File: config.mk
export PLATFORM = sky130hd
export DESIGN_NAME = smeu_divsqrt
export DESIGN_NICKNAME = d
export VERILOG_FILES = /design/src/design/smeu_pkg.sv /design/src/design/smeu_divsqrt.sv
export SDC_FILE = /design/constraint.sdc
export NUM_CORES = 1
export LEC_CHECK = 0
export BUFFER_PORTS_ARGS = -buffer_cell sky130_fd_sc_hd__buf_2
export CORE_UTILIZATION = 30
export CTS_CLUSTER_SIZE = 8
export DETAILED_ROUTE_END_ITERATION = 8
export SLEW_MARGIN = 20
export SYNTH_ARGS = -nofsm -noshare
export SYNTH_HDL_FRONTEND = slang
export SYNTH_SLANG_ARGS = --single-unit
File: constraint.sdc
create_clock -name i_clk -period 16.7 [get_ports i_clk]
set_clock_uncertainty 0.2 [all_clocks]
set_input_delay 4.175 -clock i_clk [delete_from_list [all_inputs] [get_ports i_clk]]
set_output_delay 4.175 -clock i_clk [all_outputs]
set_load 0.03 [all_outputs]
File: src/design/smeu_pkg.sv
// Shared opcodes, status codes, sizes and types of the stack machine execute unit.
`timescale 1ns / 1ps
`default_nettype none

package smeu_pkg;

    localparam int DATA_DEPTH   = 64;
    localparam int RETURN_DEPTH = 32;
    localparam int REG_COUNT    = 8;
    localparam int RAM_WORDS    = 1024;
    localparam int VRAM_BYTES   = 4096;

    localparam int DS_AW  = $clog2(DATA_DEPTH);
    localparam int DS_CW  = $clog2(DATA_DEPTH + 1);
    localparam int RS_AW  = $clog2(RETURN_DEPTH);
    localparam int RS_CW  = $clog2(RETURN_DEPTH + 1);
    localparam int RF_AW  = $clog2(REG_COUNT);
    localparam int RAM_AW = $clog2(RAM_WORDS);
    localparam int VR_AW  = $clog2(VRAM_BYTES);
    localparam int CLR_LEN = (RAM_WORDS > VRAM_BYTES) ? RAM_WORDS : VRAM_BYTES;
    localparam int CLR_AW  = $clog2(CLR_LEN);

    localparam int PC_W   = 16;
    localparam int WORD_W = 32;
    localparam int OP_W   = 7;
    localparam int PLEN_W = 17;
    localparam int DIM_W  = 7;

    localparam logic [OP_W-1:0] OP_PUSH   = 7'd1;
    localparam logic [OP_W-1:0] OP_POP    = 7'd2;
    localparam logic [OP_W-1:0] OP_ADD    = 7'd3;
    localparam logic [OP_W-1:0] OP_SUB    = 7'd4;
    localparam logic [OP_W-1:0] OP_MUL    = 7'd5;
    localparam logic [OP_W-1:0] OP_DIV    = 7'd6;
    localparam logic [OP_W-1:0] OP_SQRT   = 7'd7;
    localparam logic [OP_W-1:0] OP_OUT    = 7'd8;
    localparam logic [OP_W-1:0] OP_HLT    = 7'd9;
    localparam logic [OP_W-1:0] OP_IN     = 7'd10;
    localparam logic [OP_W-1:0] OP_PUSHR  = 7'd11;
    localparam logic [OP_W-1:0] OP_POPR   = 7'd12;
    localparam logic [OP_W-1:0] OP_JMP    = 7'd22;
    localparam logic [OP_W-1:0] OP_JB     = 7'd23;
    localparam logic [OP_W-1:0] OP_JBE    = 7'd24;
    localparam logic [OP_W-1:0] OP_JA     = 7'd25;
    localparam logic [OP_W-1:0] OP_JAE    = 7'd26;
    localparam logic [OP_W-1:0] OP_JE     = 7'd27;
    localparam logic [OP_W-1:0] OP_JNE    = 7'd28;
    localparam logic [OP_W-1:0] OP_CALL   = 7'd29;
    localparam logic [OP_W-1:0] OP_RET    = 7'd30;
    localparam logic [OP_W-1:0] OP_PUSHM  = 7'd41;
    localparam logic [OP_W-1:0] OP_POPM   = 7'd42;
    localparam logic [OP_W-1:0] OP_DRAW   = 7'd51;
    localparam logic [OP_W-1:0] OP_PUSHV  = 7'd61;
    localparam logic [OP_W-1:0] OP_POPV   = 7'd62;
    localparam logic [OP_W-1:0] OP_DRAWV  = 7'd71;
    localparam logic [OP_W-1:0] OP_CIRCLE = 7'd72;

    localparam logic [2:0] ST_OK      = 3'd0;
    localparam logic [2:0] ST_STACK   = 3'd1;
    localparam logic [2:0] ST_DIV0    = 3'd2;
    localparam logic [2:0] ST_MODE    = 3'd3;
    localparam logic [2:0] ST_COORD   = 3'd4;
    localparam logic [2:0] ST_PC_OUT  = 3'd5;
    localparam logic [2:0] ST_BAD_OP  = 3'd6;

    localparam logic [1:0] CFG_PLEN   = 2'd0;
    localparam logic [1:0] CFG_WIDTH  = 2'd1;
    localparam logic [1:0] CFG_HEIGHT = 2'd2;

    typedef struct packed {
        logic start;
        logic is_sqrt;
    } t_dsu_req;

endpackage

`default_nettype wire

File: src/design/smeu_divsqrt.sv
// Iterative signed divider and integer square root, one bit per cycle.
`timescale 1ns / 1ps
`default_nettype none

module smeu_divsqrt
    import smeu_pkg::*;
(
    input  wire logic              i_clk,
    input  wire logic              i_rst_n,
    input  wire t_dsu_req          i_req,
    input  wire logic [WORD_W-1:0] i_num,
    input  wire logic [WORD_W-1:0] i_den,
    output logic                   o_done,
    output logic [WORD_W-1:0]      o_result
);

    logic              r_busy, n_busy;
    logic              r_done, n_done;
    logic              r_sqrt, n_sqrt;
    logic              r_neg, n_neg;
    logic [4:0]        r_cnt, n_cnt;
    logic [WORD_W-1:0] r_q, n_q;
    logic [WORD_W:0]   r_rem, n_rem;
    logic [WORD_W-1:0] r_den, n_den;
    logic [WORD_W-1:0] r_bit, n_bit;
    logic [WORD_W:0]   trial;
    logic [WORD_W:0]   sq_sum;

    always_comb begin
        n_busy = r_busy;
        n_done = 1'b0;
        n_sqrt = r_sqrt;
        n_neg  = r_neg;
        n_cnt  = r_cnt;
        n_q    = r_q;
        n_rem  = r_rem;
        n_den  = r_den;
        n_bit  = r_bit;
        trial  = {r_rem[WORD_W-1:0], r_q[WORD_W-1]};
        sq_sum = {1'b0, r_q} + {1'b0, r_bit};
        if (i_req.start) begin
            n_busy = 1'b1;
            n_sqrt = i_req.is_sqrt;
            n_neg  = i_num[WORD_W-1] ^ i_den[WORD_W-1];
            n_rem  = '0;
            n_bit  = WORD_W'(32'h4000_0000);
            if (i_req.is_sqrt) begin
                // Root accumulates in q; the remainder holds the radicand.
                n_q   = '0;
                n_rem = {1'b0, i_num};
                n_cnt = 5'd15;
            end else begin
                n_q   = i_num[WORD_W-1] ? (0 - i_num) : i_num;
                n_den = i_den[WORD_W-1] ? (0 - i_den) : i_den;
                n_cnt = 5'd31;
            end
        end else if (r_busy) begin
            if (r_sqrt) begin
                if (r_rem >= sq_sum) begin
                    n_rem = r_rem - sq_sum;
                    n_q   = (r_q >> 1) + r_bit;
                end else begin
                    n_q = r_q >> 1;
                end
                n_bit = r_bit >> 2;
            end else begin
                if (trial >= {1'b0, r_den}) begin
                    n_rem = trial - {1'b0, r_den};
                    n_q   = {r_q[WORD_W-2:0], 1'b1};
                end else begin
                    n_rem = trial;
                    n_q   = {r_q[WORD_W-2:0], 1'b0};
                end
            end
            n_cnt = r_cnt - 5'd1;
            if (r_cnt == 5'd0) begin
                n_busy = 1'b0;
                n_done = 1'b1;
            end
        end
    end

    always_ff @(posedge i_clk) begin
        if (!i_rst_n) begin
            r_busy <= 1'b0;
            r_done <= 1'b0;
        end else begin
            r_busy <= n_busy;
            r_done <= n_done;
        end
        r_sqrt <= n_sqrt;
        r_neg  <= n_neg;
        r_cnt  <= n_cnt;
        r_q    <= n_q;
        r_rem  <= n_rem;
        r_den  <= n_den;
        r_bit  <= n_bit;
    end

    assign o_done   = r_done;
    assign o_result = (!r_sqrt && r_neg) ? (0 - r_q) : r_q;

endmodule

`default_nettype wire

* Yosys cells after proc, flatten, opt, wreduce, memory -nomap -nowiden
Index checks and enable logic that the tools add are counted.
Widths: inputs -> output; s select.
** Word-level totals
- Flip-flop bits (word level) :: 122
- Input bits :: 68
- Word-level logic and storage cells :: 55
** Operators by class
- Reductions and logical operators :: 8
- Bitwise operators :: 4
- Add/sub/neg operators :: 8
- Magnitude comparators :: 2
- Mux-type cells :: 22
- Equal/unequal tests :: 1
** Operators by type and width (count)
- $mux 32 :: 8
- $mux 33 :: 5
- $sub 1x32->32 const A :: 3
- $add 32x31->33 :: 1
- $ge 33x32->1 :: 1
- $ge 33x33->1 :: 1
- $sub 33x32->33 :: 1
- $sub 33x33->33 :: 1
- $add 31x31->32 :: 1
- $mux 31 :: 1
- $mux 5 :: 3
- $reduce_and 2->1 :: 3
- $logic_not 5->1 :: 1
- $mux 1 :: 5
- $sub 5x1->5 const B :: 1
- $ne 3x2->1 const B :: 1
- $not 1->1 :: 3
- $reduce_or 3->1 :: 1
- $reduce_bool 2->1 :: 1
- $logic_and 1x1->1 :: 1
- $logic_not 1->1 :: 1
- $xor 1x1->1 :: 1

* Longest topological paths before layout
Gate-level depths: netlist of the first run.
- Word-level depth :: 6
- Gate-level depth with buffers :: 23
- Mapped depth without buffers :: 21

* Least setup slack after synthesis of the first run
Ideal clock, no wire load.
- Path type :: input -> register
- Start point :: input port i_req[1] in the netlist's numbering
- End point :: register r_rem[0], enable pin
- Stages on the path :: 4
- Arrival :: 7.777 ns
- Setup time :: 0.474 ns
- Data required time :: 16.026 ns
- Path slack :: 8.250 ns
- Buffers on the path :: 2
- Cells stage by stage :: clkbuf_1 clkbuf_1 or2_2 a21boi_0
** Between the ends
- Longest elaborated chain between the ends :: 2
- Elaborated cells between the ends (all ways) :: 3
- Those cells by class :: eq/ne: 1; reduce/logical: 2
** RTL lines
- from (decl) :: line smeu_divsqrt.sv:10 : input wire t_dsu_req i_req,
- $ne 3x2->1 (no source line) / $reduce_bool 2->1 (equally long branches)
- $reduce_and 2->1 (no source line) *
- to (signal assigned) :: line smeu_divsqrt.sv:95 : r_rem <= n_rem;
- to (decl) :: line smeu_divsqrt.sv:23 : logic [WORD_W:0] r_rem, n_rem;
Every way passes the cells marked *; elsewhere a longest branch is shown, timed or not.
A chain may end at the register's enable or synchronous reset.

* Worst setup path after layout of the first run
- Start point :: register r_q[7]
- End point :: output port o_result[30]
** Between the ends
- Longest elaborated chain between the ends :: 2
** RTL lines
- from (decl) :: line smeu_divsqrt.sv:22 : logic [WORD_W-1:0] r_q, n_q;
- from (signal assigned) :: line smeu_divsqrt.sv:94 : r_q <= n_q;
- $sub 1x32->32 :: line smeu_divsqrt.sv:101 : assign o_result = (!r_sqrt && r_neg) ? (0 - r_q) : r_q;
- $mux 32 :: line smeu_divsqrt.sv:101
- to (decl) :: line smeu_divsqrt.sv:14 : output logic [WORD_W-1:0] o_result
Every way passes these cells.

==> results of run 1 <==
[per-layer routing]
metal	routed length, um	vias up	part of all wire [%]
met1	19500	5535	49
li1	-	5809	-
met5	0	-	0
met3	2150	25	5.4
met4	547	0	1.4
met2	17700	352	44
[critical path, cell delays in order, from the launching register on]
cell      delay, ns
edfxtp_1       0.58
or4_1          0.62
nor4_1         0.26
nor2b_1        0.21
and2_1         0.19
nand2_1        0.11
nor3_1         0.31
nand2_1        0.12
o41ai_1        0.32
xnor2_1        0.17
buf_2          0.22
[registers in the layout, summed over array words and instances, names as in the netlist]
register	cells
o_done	1
r_bit	16
r_busy	1
r_cnt	5
r_den	32
r_neg	1
r_q	32
r_rem	33
r_sqrt	1
[power by group through the flow]
stage	logic [uW]	registers (uW)	clock network (uW)
global placement	1350	528	0
CTS	1360	523	363
floorplan	1090	465	0
finish	1370	526	356
global route	1520	536	375
detailed placement	1350	529	0
[synthesized netlist by cell type (all sizes together), types with 25 or more instances]
master    n
mux2i    37
nand2b   25
ha      104
nand3    34
inv      70
a31oi    38
xnor2   126
o31ai    33
a21oi   111
edfxtp  104
a22oi    31
a21o     42
o21ai    99
clkbuf   84
xor2     70
nand2   154
nor2     83
[cell families (layout without fill, tap and decap cells)]
group           Yosys count  count (layout)  synth area share (%)
compound gates          478             478                  24.3
simple gates            443             443                  17.1
xor+xnor                196             196                  13.3
buf+inv                 164             218                  4.93
flops                   122             122                  27.0
fa+ha+maj               106             106                  10.4
mux                      38              38                  2.95
other cells               0               1                     0
[per-stage QoR]
stage / utilization (%) / setup WS [ns] / hold slack (ns)
5_1_grt: 34.2 / 8.49 / 0.294
4_1_cts: 34.2 / 8.73 / 0.264
6_report: 34.2 / 8.78 / 0.267
3_5_place_dp: 32.9 / 9.20 / 0.255
2_1_floorplan: - / 8.25 / 0.226
3_3_place_gp: 32.8 / 9.21 / 0.257
[area by class of cell]
class / count / share of cell area [%]
sequential: 122 / 24.1
clock buffer: 24 / 3.41
multi-input combinational: 1261 / 61.1
timing repair buffer: 116 / 4.44
tap: 539 / 4.67
clock inverter: 8 / 0.468
antenna: 1 / 0.0173
inverter: 70 / 1.82
[how the worst max path moves through the flow]
stage                     slack, ns            endpoint             start  depth (start not counted)
final                          8.78        o_result[30]  r_q[7]$_DFFE_PP_                         10
after global routing           8.49        o_result[30]  r_q[7]$_DFFE_PP_                         10
after CTS                      8.73        o_result[30]  r_q[7]$_DFFE_PP_                         10
after detailed placement       9.20        o_result[30]  r_q[7]$_DFFE_PP_                         10
after global placement         9.21        o_result[30]  r_q[7]$_DFFE_PP_                         10
after floorplan                8.25  r_rem[0]$_DFFE_PP_          i_req[1]                          4
==> summary.md, run 1 <==
| Metric | Value |
|---|---|
| GRT Total Usage | 18.2% |
| Gate Count Post-Synth | 1,547 |
| Reg area | 3480 um^2 |
| Initial antenna violation count | 2 |
| Clock share of power | 15.8% |
| Post-synth EDFFs | 104 |
| Worst hold start | r_busy$_SDFF_PN0_ |
| Tmin final | 7.92 ns |
| R2r setup slk | 9.99 ns |
| CP Max Fanout | 12 |
| TritonCTS buffer count | 17 |
| Vias in the first global route | 11,300 |
| Share of post-route cells with drive strength above 1 | 10.6% |
| Die area | 43,900 um^2 |
| Filler Cell Count | 4,429 |
| FMAX | 0.126 GHz |
| Post-synthesis cell area | 12,900 um^2 |
| Mean Syn Cell Area | 8.35 um^2 |
| RR Startpoint | r_q[2]$_DFFE_PP_ |
| Num Clock Sinks | 122 |
| Setup repair bufs after CTS | 0 |
| Fin nets | 1,762 |
| Aggregate global routing overflow | 0 |
| # rows | 75 |
| Worst Path Arrival | 3.55 ns |
| Comb power frac | 60.9% |
| PD cells | 156 nW/um^2 |
| DRC | 0 |
| Synth unique cells | 70 |
| Slew HR | 43.5% |
| Crit. End Element | output port |
| RR Endpoint | r_q[19]$_DFFE_PP_ |
| Hpwl dp | 31,300 um |
| Port bufs | 100 |
| Met3 Usage GRT | 2.42% |
| Core area | 42,200 um^2 |
| GPL Wtd Cong | 0.877 |
| First-pass GRT wire length | 62,800 um |
| GRT busiest layer | met2 |
| Starting Density | 30.6% |
| Cell area after layout | 14,400 um^2 |
| Vias per cell | 5.47 |
| Flop pwr share | 23.3% |
| Setup violations, final | 0 |
| Slew @ Worst Pin | 0.845 ns |
| Synth Warn # | 0 |
| Most common cell after layout, fill and taps aside | nand2_1 |
| Reg2Reg Depth | 22 |
| Clk_lat worst skew | 0.44 ns |
| IO Count | 101 |
| Worst path required time | 12.32 ns |
| VDD IR-drop max | 0.0892 mV |
| M2 GR Usage | 28.9% |
| Mapped Nets | 1,721 |
| Die width | 209 um |
| Number of hold buffers added after cts | 0 |
| DIE HEIGHT | 209 um |
| Clock transition at path regs | 0.06 ns |
| Per-cell routed wire length | 18.6 um |
| Final wirelength | 39,900 um |
| Psw | 1050 uW |
| Outcome | completed |
| Hold-critical path endpoint | o_done$_SDFF_PP0_ |
| Worst min path class | reg2reg |
| Setup TNS | 0 ns |
| Ys async rst share | 0% |
| PnR Total Power | 2250 uW |
| Switching Fraction | 46.5% |
| Vias | 11,700 |
| Synthesis-stage register bit count | 122 |
| Final Max Slew Viols | 0 |
| Max clock buf depth | 2 |
| Hold path depth | 2 |
| Final Non-Filler Cells | 2,141 |
| Root Driver | clkbuf_16 |
| RSZ-0062 raised after global routing | no |
| Maximum capacitance violations | 0 |
| Placed Cells | 2,108 |
| Register area share after synthesis | 27.0% |
| Startpoint types | flop |
| Crit Path Class | reg2out |
| Largest net degree at the start of global routing | 48 |
| H-tree depth | 4 |
| Hold Vio Cnt, Final | 0 |
| Static leakage | 0.00581 uW |
| Post-DRT Antenna Nets | 0 |
| Post-synth top area share | 24.2% |
| Dpl cell area | 13,900 um^2 |
| Pre-antenna DRT Iters | 5 |
| Most frequent cells in the layout | nand2_1 (154), xnor2_1 (126), a21oi_1 (111) |
| Pint | 1200 uW |
| Post-CTS sizing | 0 |
| TritonCTS clock tree | yes |
| Synth Flop Type | edfxtp_1 |
| Met1 Use GR | 25.9% |
| Largest cells by area after synthesis | edfxtp_1 (24%), ha_1 (10%), xnor2_1 (8.5%), xor2_1 (4.7%), nand2_1 (4.5%) |
| First DRT Iteration DRCs | 1,013 |
| Ratio of final minimum period to clock period | 47.4% |
| Yosys top cell by area | edfxtp_1 |
| Area Overhead vs Synth | 11.8% |
| Area of the multi-input gates | 8820 um^2 |
Note: power is estimated with default switching activity, not from simulation.
==> inputs of run 2 (changes only) <==
==> constraint.sdc (replaced) <==
create_clock -name i_clk -period 8 [get_ports i_clk]
set_clock_uncertainty 0.2 [all_clocks]
set_input_delay 2 -clock i_clk [delete_from_list [all_inputs] [get_ports i_clk]]
set_output_delay 2 -clock i_clk [all_outputs]
set_load 0.03 [all_outputs]
==> summary.md, run 2 (synthesis gave the netlist of run 1 again) <==
| Metric | Value |
|---|---|
| Post-DRT Antenna Nets | 0 (unchanged) |
| Pre-antenna DRT Iters | 7 (+2) |
| H-tree depth | 4 (unchanged) |
| Number of hold buffers added after cts | 0 (unchanged) |
| Reg2Reg Depth | 21 (-4.5%) |
| Hold Vio Cnt, Final | 0 (unchanged) |
| # rows | 75 (unchanged) |
| Clock transition at path regs | 0.07 ns (about the same) |
| Max clock buf depth | 2 (unchanged) |
| Worst Path Arrival | 6.54 ns (+2.99 ns) |
| Largest Register | r_rem |
| Largest register FFs | 33 (unchanged) |
| Outcome | completed |
| IO Count | 101 (unchanged) |
| Most common cell after layout, fill and taps aside | nand2_1 |
| Most frequent cells in the layout | nand2_1 (154), xnor2_1 (126), a21oi_1 (110) |
| VDD IR-drop max | 0.127 mV (+43%) |
| Filler Cell Count | 4,417 (-0.27%) |
| Static leakage | 0.00582 uW (+0.22%) |
| R2r setup slk | 1.42 ns (-8.57 ns) |
| Die area | 43,900 um^2 (unchanged) |
| Per-cell routed wire length | 18.6 um (about the same) |
| Starting Density | 30.6% (unchanged) |
| Num Clock Sinks | 122 (unchanged) |
| Worst min path class | reg2reg |
| First-pass GRT wire length | 63,300 um (+0.76%) |
| GPL Wtd Cong | 0.898 (+2.4%) |
| PD cells | 330 nW/um^2 (+110%) |
| Number of diodes | 0 (-1) |
| Die width | 209 um (unchanged) |
| GRT Total Usage | 18.3% (+0.091 points) |
| Largest net degree at the start of global routing | 48 (unchanged) |
| Aggregate global routing overflow | 0 (unchanged) |
| PnR Total Power | 4790 uW (+110%) |
| Setup violations, final | 0 (unchanged) |
| Vias in the first global route | 11,400 (+0.88%) |
| CP Max Fanout | 34 (+22) |
| Reg area | 3480 um^2 (unchanged) |
| Clk_lat worst skew | 0.43 ns (about the same) |
| Area Overhead vs Synth | 12.3% |
| Worst path required time | 7.96 ns (-4.36 ns) |
| Ratio of final minimum period to clock period | 82.2% |
| FMAX | 0.152 GHz |
| Tmin final | 6.58 ns |
| TritonCTS clock tree | yes |
| Port bufs | 100 (unchanged) |
| Vias per cell | 5.49 (+0.34%) |
| RR Startpoint | r_q[2]$_DFFE_PP_ |
| Hold path depth | 2 (unchanged) |
| Fin util | 34.3% (+0.14 points) |
| Crit Path Class | reg2reg |
| Placed Cells | 2,104 (-0.19%) |
| Final Max Slew Viols | 0 (unchanged) |
| TritonCTS buffer count | 17 (unchanged) |
| Hpwl dp | 31,200 um (-0.33%) |
| Fin nets | 1,759 (-0.17%) |
| First DRT Iteration DRCs | 778 (-23%) |
| Setup repair bufs after CTS | 0 (unchanged) |
| Root Driver | clkbuf_16 |
| Crit. End Element | flop |
| Setup TNS | 0 ns (unchanged) |
| Area of the multi-input gates | 8820 um^2 (about the same) |
| Share of post-route cells with drive strength above 1 | 10.7% (+0.083 points) |
| Final wirelength | 39,800 um (-0.24%) |
| Core area | 42,200 um^2 (unchanged) |
| RR Endpoint | r_q[19]$_DFFE_PP_ |
| Top flop regs | r_rem x33, r_den x32, r_q x32 |
| Worst hold start | r_bit[0]$_SDFFE_PP0P_ |
| Slew HR | 32.7% (-11 points) |
| Vias | 11,700 (+0.15%) |
| Post-CTS sizing | 0 (unchanged) |
| Final Non-Filler Cells | 2,137 (-0.19%) |
| Initial antenna violation count | 0 (-2) |
| Maximum capacitance violations | 0 (unchanged) |
| DRC | 0 (unchanged) |
| Slew @ Worst Pin | 1.01 ns (+0.163 ns) |
| Startpoint types | flop |
| DIE HEIGHT | 209 um (unchanged) |
| Hold-critical path endpoint | r_bit[0]$_SDFFE_PP0P_ |
| RSZ-0062 raised after global routing | no |
run 2: changes by cell type in the layout (fill, tap and decap cells not counted), moves of 2 or more:
cell        before  now
buf_4           15   12
clkbuf_16       17   20
clkbuf_8         4    2
clkinv_1         2    0
clkinv_2         3    1
clkinvlp_4       2    4
run 2: metrics by stage:
step           setup slack, ns  instance area, um^2  hold WS (ns)
2_1_floorplan            0.691                12900         0.226
3_3_place_gp              1.60                13800         0.272
3_5_place_dp              1.43                13800         0.279
4_1_cts                   1.40                14500         0.291
5_1_grt                  0.939                14500         0.322
6_report                  1.42                14500         0.290
run 2: critical path, stage by stage (launching register included):
cell      delay, ns
edfxtp_1       0.53
ha_1           0.39
a21oi_1        0.10
o21bai_1       0.18
a31oi_1        0.16
o21ai_0        0.53
a21oi_1        0.18
a21boi_0       0.33
a21oi_1        0.12
nor2b_1        0.15
xnor2_1        0.09
ha_1           0.39
and3_1         0.25
nor3b_1        0.28
nand4_1        0.13
nor4_1         0.36
a21oi_1        0.13
a21oi_1        0.77
nor3_4         0.07
buf_4          0.32
o211a_1        0.28
or3_1          0.36
run 2: report_power, final:
part	internal, uW	switching [uW]
Sequential	885	222
Combinational	1160	1690
Clock	531	293
Total	2580	2210
run 2: worst max-delay path by stage:
stage                     startpoint                 end  depth (start not counted)
finish              r_q[2]$_DFFE_PP_   r_q[19]$_DFFE_PP_                         21
CTS                 r_q[2]$_DFFE_PP_  r_rem[6]$_DFFE_PP_                         19
detailed placement  r_q[2]$_DFFE_PP_  r_rem[0]$_DFFE_PP_                         19
global placement    r_q[2]$_DFFE_PP_  r_rem[3]$_DFFE_PP_                         19
floorplan           r_q[0]$_DFFE_PP_  r_rem[0]$_DFFE_PP_                         21
global route        r_q[2]$_DFFE_PP_   r_q[15]$_DFFE_PP_                         21
run 2: metal layers:
layer / up-vias / GRT usage (%) / part of all wire, %
met1: 5547 / 26.1 / 49
met3: 33 / 2.51 / 5.6
met2: 361 / 28.9 / 44
met4: 0 / 4.40 / 1.6
li1: 5798 / - / -
met5: - / 0 / 0
run 2: cell type report:
cell class	instances	share of cell area, %
well taps	539	4.65
multi-input cells	1261	60.8
repair buffers	113	4.26
clock buffers	24	3.69
flip-flops and latches	122	24.0
inverters	70	1.81
clock inverters	8	0.716
==> inputs of run 3 (changes only) <==
==> constraint.sdc (replaced) <==
create_clock -name i_clk -period 5.91 [get_ports i_clk]
set_clock_uncertainty 0.2 [all_clocks]
set_input_delay 1.4775 -clock i_clk [delete_from_list [all_inputs] [get_ports i_clk]]
set_output_delay 1.4775 -clock i_clk [all_outputs]
set_load 0.03 [all_outputs]
==> summary.md, run 3 (synthesis gave the netlist of run 1 again) <==
| Metric | Value |
|---|---|
| Setup violations, final | 0 (unchanged) |
| RSZ-0062 raised after global routing | no |
| CP Max Fanout | 33 (-2.9%) |
| Fin nets | 1,807 (+2.7%) |
| GPL Wtd Cong | 0.909 (+1.1%) |
| Final Non-Filler Cells | 2,185 (+2.2%) |
| Pre-antenna DRT Iters | 5 (-2) |
| Core area | 42,200 um^2 (unchanged) |
| Slew HR | 26.0% (-6.7 points) |
| Largest net degree at the start of global routing | 34 (-29%) |
| H-tree depth | 4 (unchanged) |
| Vias in the first global route | 11,400 (+0.11%) |
| Ratio of final minimum period to clock period | 94.7% (+13 points) |
| GRT busiest layer | met2 |
| Dpl cell area | 14,200 um^2 (+2.5%) |
| Largest Register | r_rem |
| Met3 Usage GRT | 2.66% (+0.15 points) |
| Reg area | 3480 um^2 (unchanged) |
| Largest register FFs | 33 (unchanged) |
| Number of diodes | 0 (unchanged) |
| CP max-delay cell | edfxtp_1 |
| Worst min path class | reg2reg |
| Aggregate global routing overflow | 0 (unchanged) |
| Top flop regs | r_rem x33, r_den x32, r_q x32 |
| Filler Cell Count | 4,398 (-0.43%) |
| Placed Cells | 2,149 (+2.1%) |
| Final wirelength | 40,900 um (+2.9%) |
| Crit. End Element | flop |
| Post-DRT Antenna Nets | 0 (unchanged) |
| Cell area after layout | 14,800 um^2 (+2.4%) |
| Die width | 209 um (unchanged) |
| TritonCTS buffer count | 17 (unchanged) |
| Setup TNS | 0 ns (unchanged) |
| Hpwl dp | 32,200 um (+3.0%) |
| Hold Vio Cnt, Final | 0 (unchanged) |
| Vias | 12,100 (+2.7%) |
| VDD IR-drop max | 0.230 mV (+81%) |
| Per-cell routed wire length | 18.7 um (+0.63%) |
| DRC | 0 (unchanged) |
| PD cells | 449 nW/um^2 (+36%) |
| Slew @ Worst Pin | 1.11 ns (+0.102 ns) |
| Final Max Slew Viols | 0 (unchanged) |
| Tmin final | 5.60 ns (-0.979 ns) |
| Clock transition at path regs | 0.06 ns (about the same) |
| Most used cell, CP | a21oi_1 |
| Worst path max stage delay | 0.40 ns (-0.37 ns) |
| First-pass GRT wire length | 63,100 um (-0.22%) |
| Root Driver | clkbuf_16 |
| Startpoint types | flop |
| Area of the multi-input gates | 8870 um^2 (+0.51%) |
| Worst path bufs/invs | 3 (+2) |
| Worst Path Arrival | 5.52 ns (-1.02 ns) |
| Crit path cell chain | ha_1 > ha_1 > a21oi_1 > o21bai_1 > a31oi_1 > o21ai_0 > a21oi_1 > a21boi_0 > a21oi_1 > nor2b_1 > xnor2_1 > ha_1 > buf_4 > and3_1 > nor3b_2 > nand4_1 > nor4_2 > a21oi_1 > a21oi_4 > nor3_4 > buf_4 > a21boi_4 > buf_12 |
| Static leakage | 0.00604 uW (+3.8%) |
| Number of hold buffers added after cts | 0 (unchanged) |
| Share of post-route cells with drive strength above 1 | 13.2% (+2.5 points) |
| Initial antenna violation count | 0 (unchanged) |
| TritonCTS clock tree | yes |
| Most frequent cells in the layout | nand2_1 (154), xnor2_1 (126), a21oi_1 (110) |
| First DRT Iteration DRCs | 1,117 (+44%) |
| Starting Density | 30.6% (unchanged) |
| # rows | 75 (unchanged) |
| Clk_lat worst skew | 0.43 ns (about the same) |
| Outcome | completed |
| GRT Total Usage | 18.4% (+0.12 points) |
| IO Count | 101 (unchanged) |
| DIE HEIGHT | 209 um (unchanged) |
| M2 GR Usage | 27.8% (-1.1 points) |
| Die area | 43,900 um^2 (unchanged) |
| Crit Path Class | reg2reg |
| Max clock buf depth | 2 (unchanged) |
| Family with the most delay on the worst path | compound AO/OA/AOI/OAI gates |
| PnR worst setup slack | 0.310 ns (-1.11 ns) |
| Maximum capacitance violations | 0 (unchanged) |
| Num Clock Sinks | 122 (unchanged) |
| Most common cell after layout, fill and taps aside | nand2_1 |
| Vias per cell | 5.52 (+0.49%) |
| Worst path required time | 5.83 ns (-2.13 ns) |
| Area Overhead vs Synth | 14.9% |
| Port bufs | 100 (unchanged) |
| Met1 Use GR | 26.7% (+0.55 points) |
| FMAX | 0.179 GHz (+17%) |
| Pre-CTS setup slack | -0.00982 ns (-1.44 ns) |
[run 3: cell types whose count changed in the layout (fill, tap and decap cells not counted), sizes merged]
cell / previous run / this run
buf: 113 / 159
bufinv: 2 / 1
clkbuf: 24 / 27
clkinv: 2 / 3
clkinvlp: 4 / 1
nor3: 17 / 19
[run 3: cell type report]
type,count,area share (%)
flip-flops and latches,122,23.5
multi-input cells,1263,59.7
repair buffers,159,6.44
clock inverters,5,0.354
well taps,539,4.54
clock buffers,27,3.68
inverters,70,1.77
[run 3: worst min-delay path: cells and delay by family (launching register included)]
kind	cells	cell delay [ns]
AND/OR/NAND/NOR	2	0.09
flip-flops	1	0.33
[run 3: what timing repair did]
item / in CTS / in global routing
resized for setup: 0 / 5
cloned: 0 / 2
buffers inserted: 0 / 2
endpoints found under the setup margin: 3 / 65
pin swaps: 1 / 1
[run 3: stage by stage]
step	power, uW	utilization (%)	hold WS [ns]
floorplan	4390	-	0.226
global placement	5440	33.6	0.250
detailed placement	5450	33.6	0.258
CTS	6550	35.0	0.269
global route	7140	35.1	0.312
finish	6660	35.1	0.266
[run 3: power by group]
part | internal, uW | switching, uW | leakage (uW) | total, uW
Clock | 675 | 396 | 0.000293 | 1070
Sequential | 1200 | 232 | 0.00118 | 1430
Combinational | 1730 | 2440 | 0.00457 | 4170
Total | 3600 | 3070 | 0.00604 | 6660
[run 3: metal layers]
| metal | vias up | wire (um) | part of all wire [%] |
|---|---|---|---|
| li1 | 5921 | - | - |
| met1 | 5657 | 19900 | 49 |
| met2 | 433 | 17300 | 42 |
| met3 | 50 | 2680 | 6.5 |
| met4 | 0 | 1020 | 2.5 |
| met5 | - | 0 | 0 |
[run 3: path summary, 6_finish.rpt]
path                                         from                  end  slack [ns]  depth (start not counted)
worst max register to register   r_q[0]$_DFFE_PP_  r_rem[24]$_DFFE_PP_        0.31                         23
worst min-delay path            r_busy$_SDFF_PN0_    o_done$_SDFF_PP0_        0.27                          2
worst max-delay path             r_q[0]$_DFFE_PP_  r_rem[24]$_DFFE_PP_        0.31                         23
worst min register to register  r_busy$_SDFF_PN0_    o_done$_SDFF_PP0_        0.27                          2
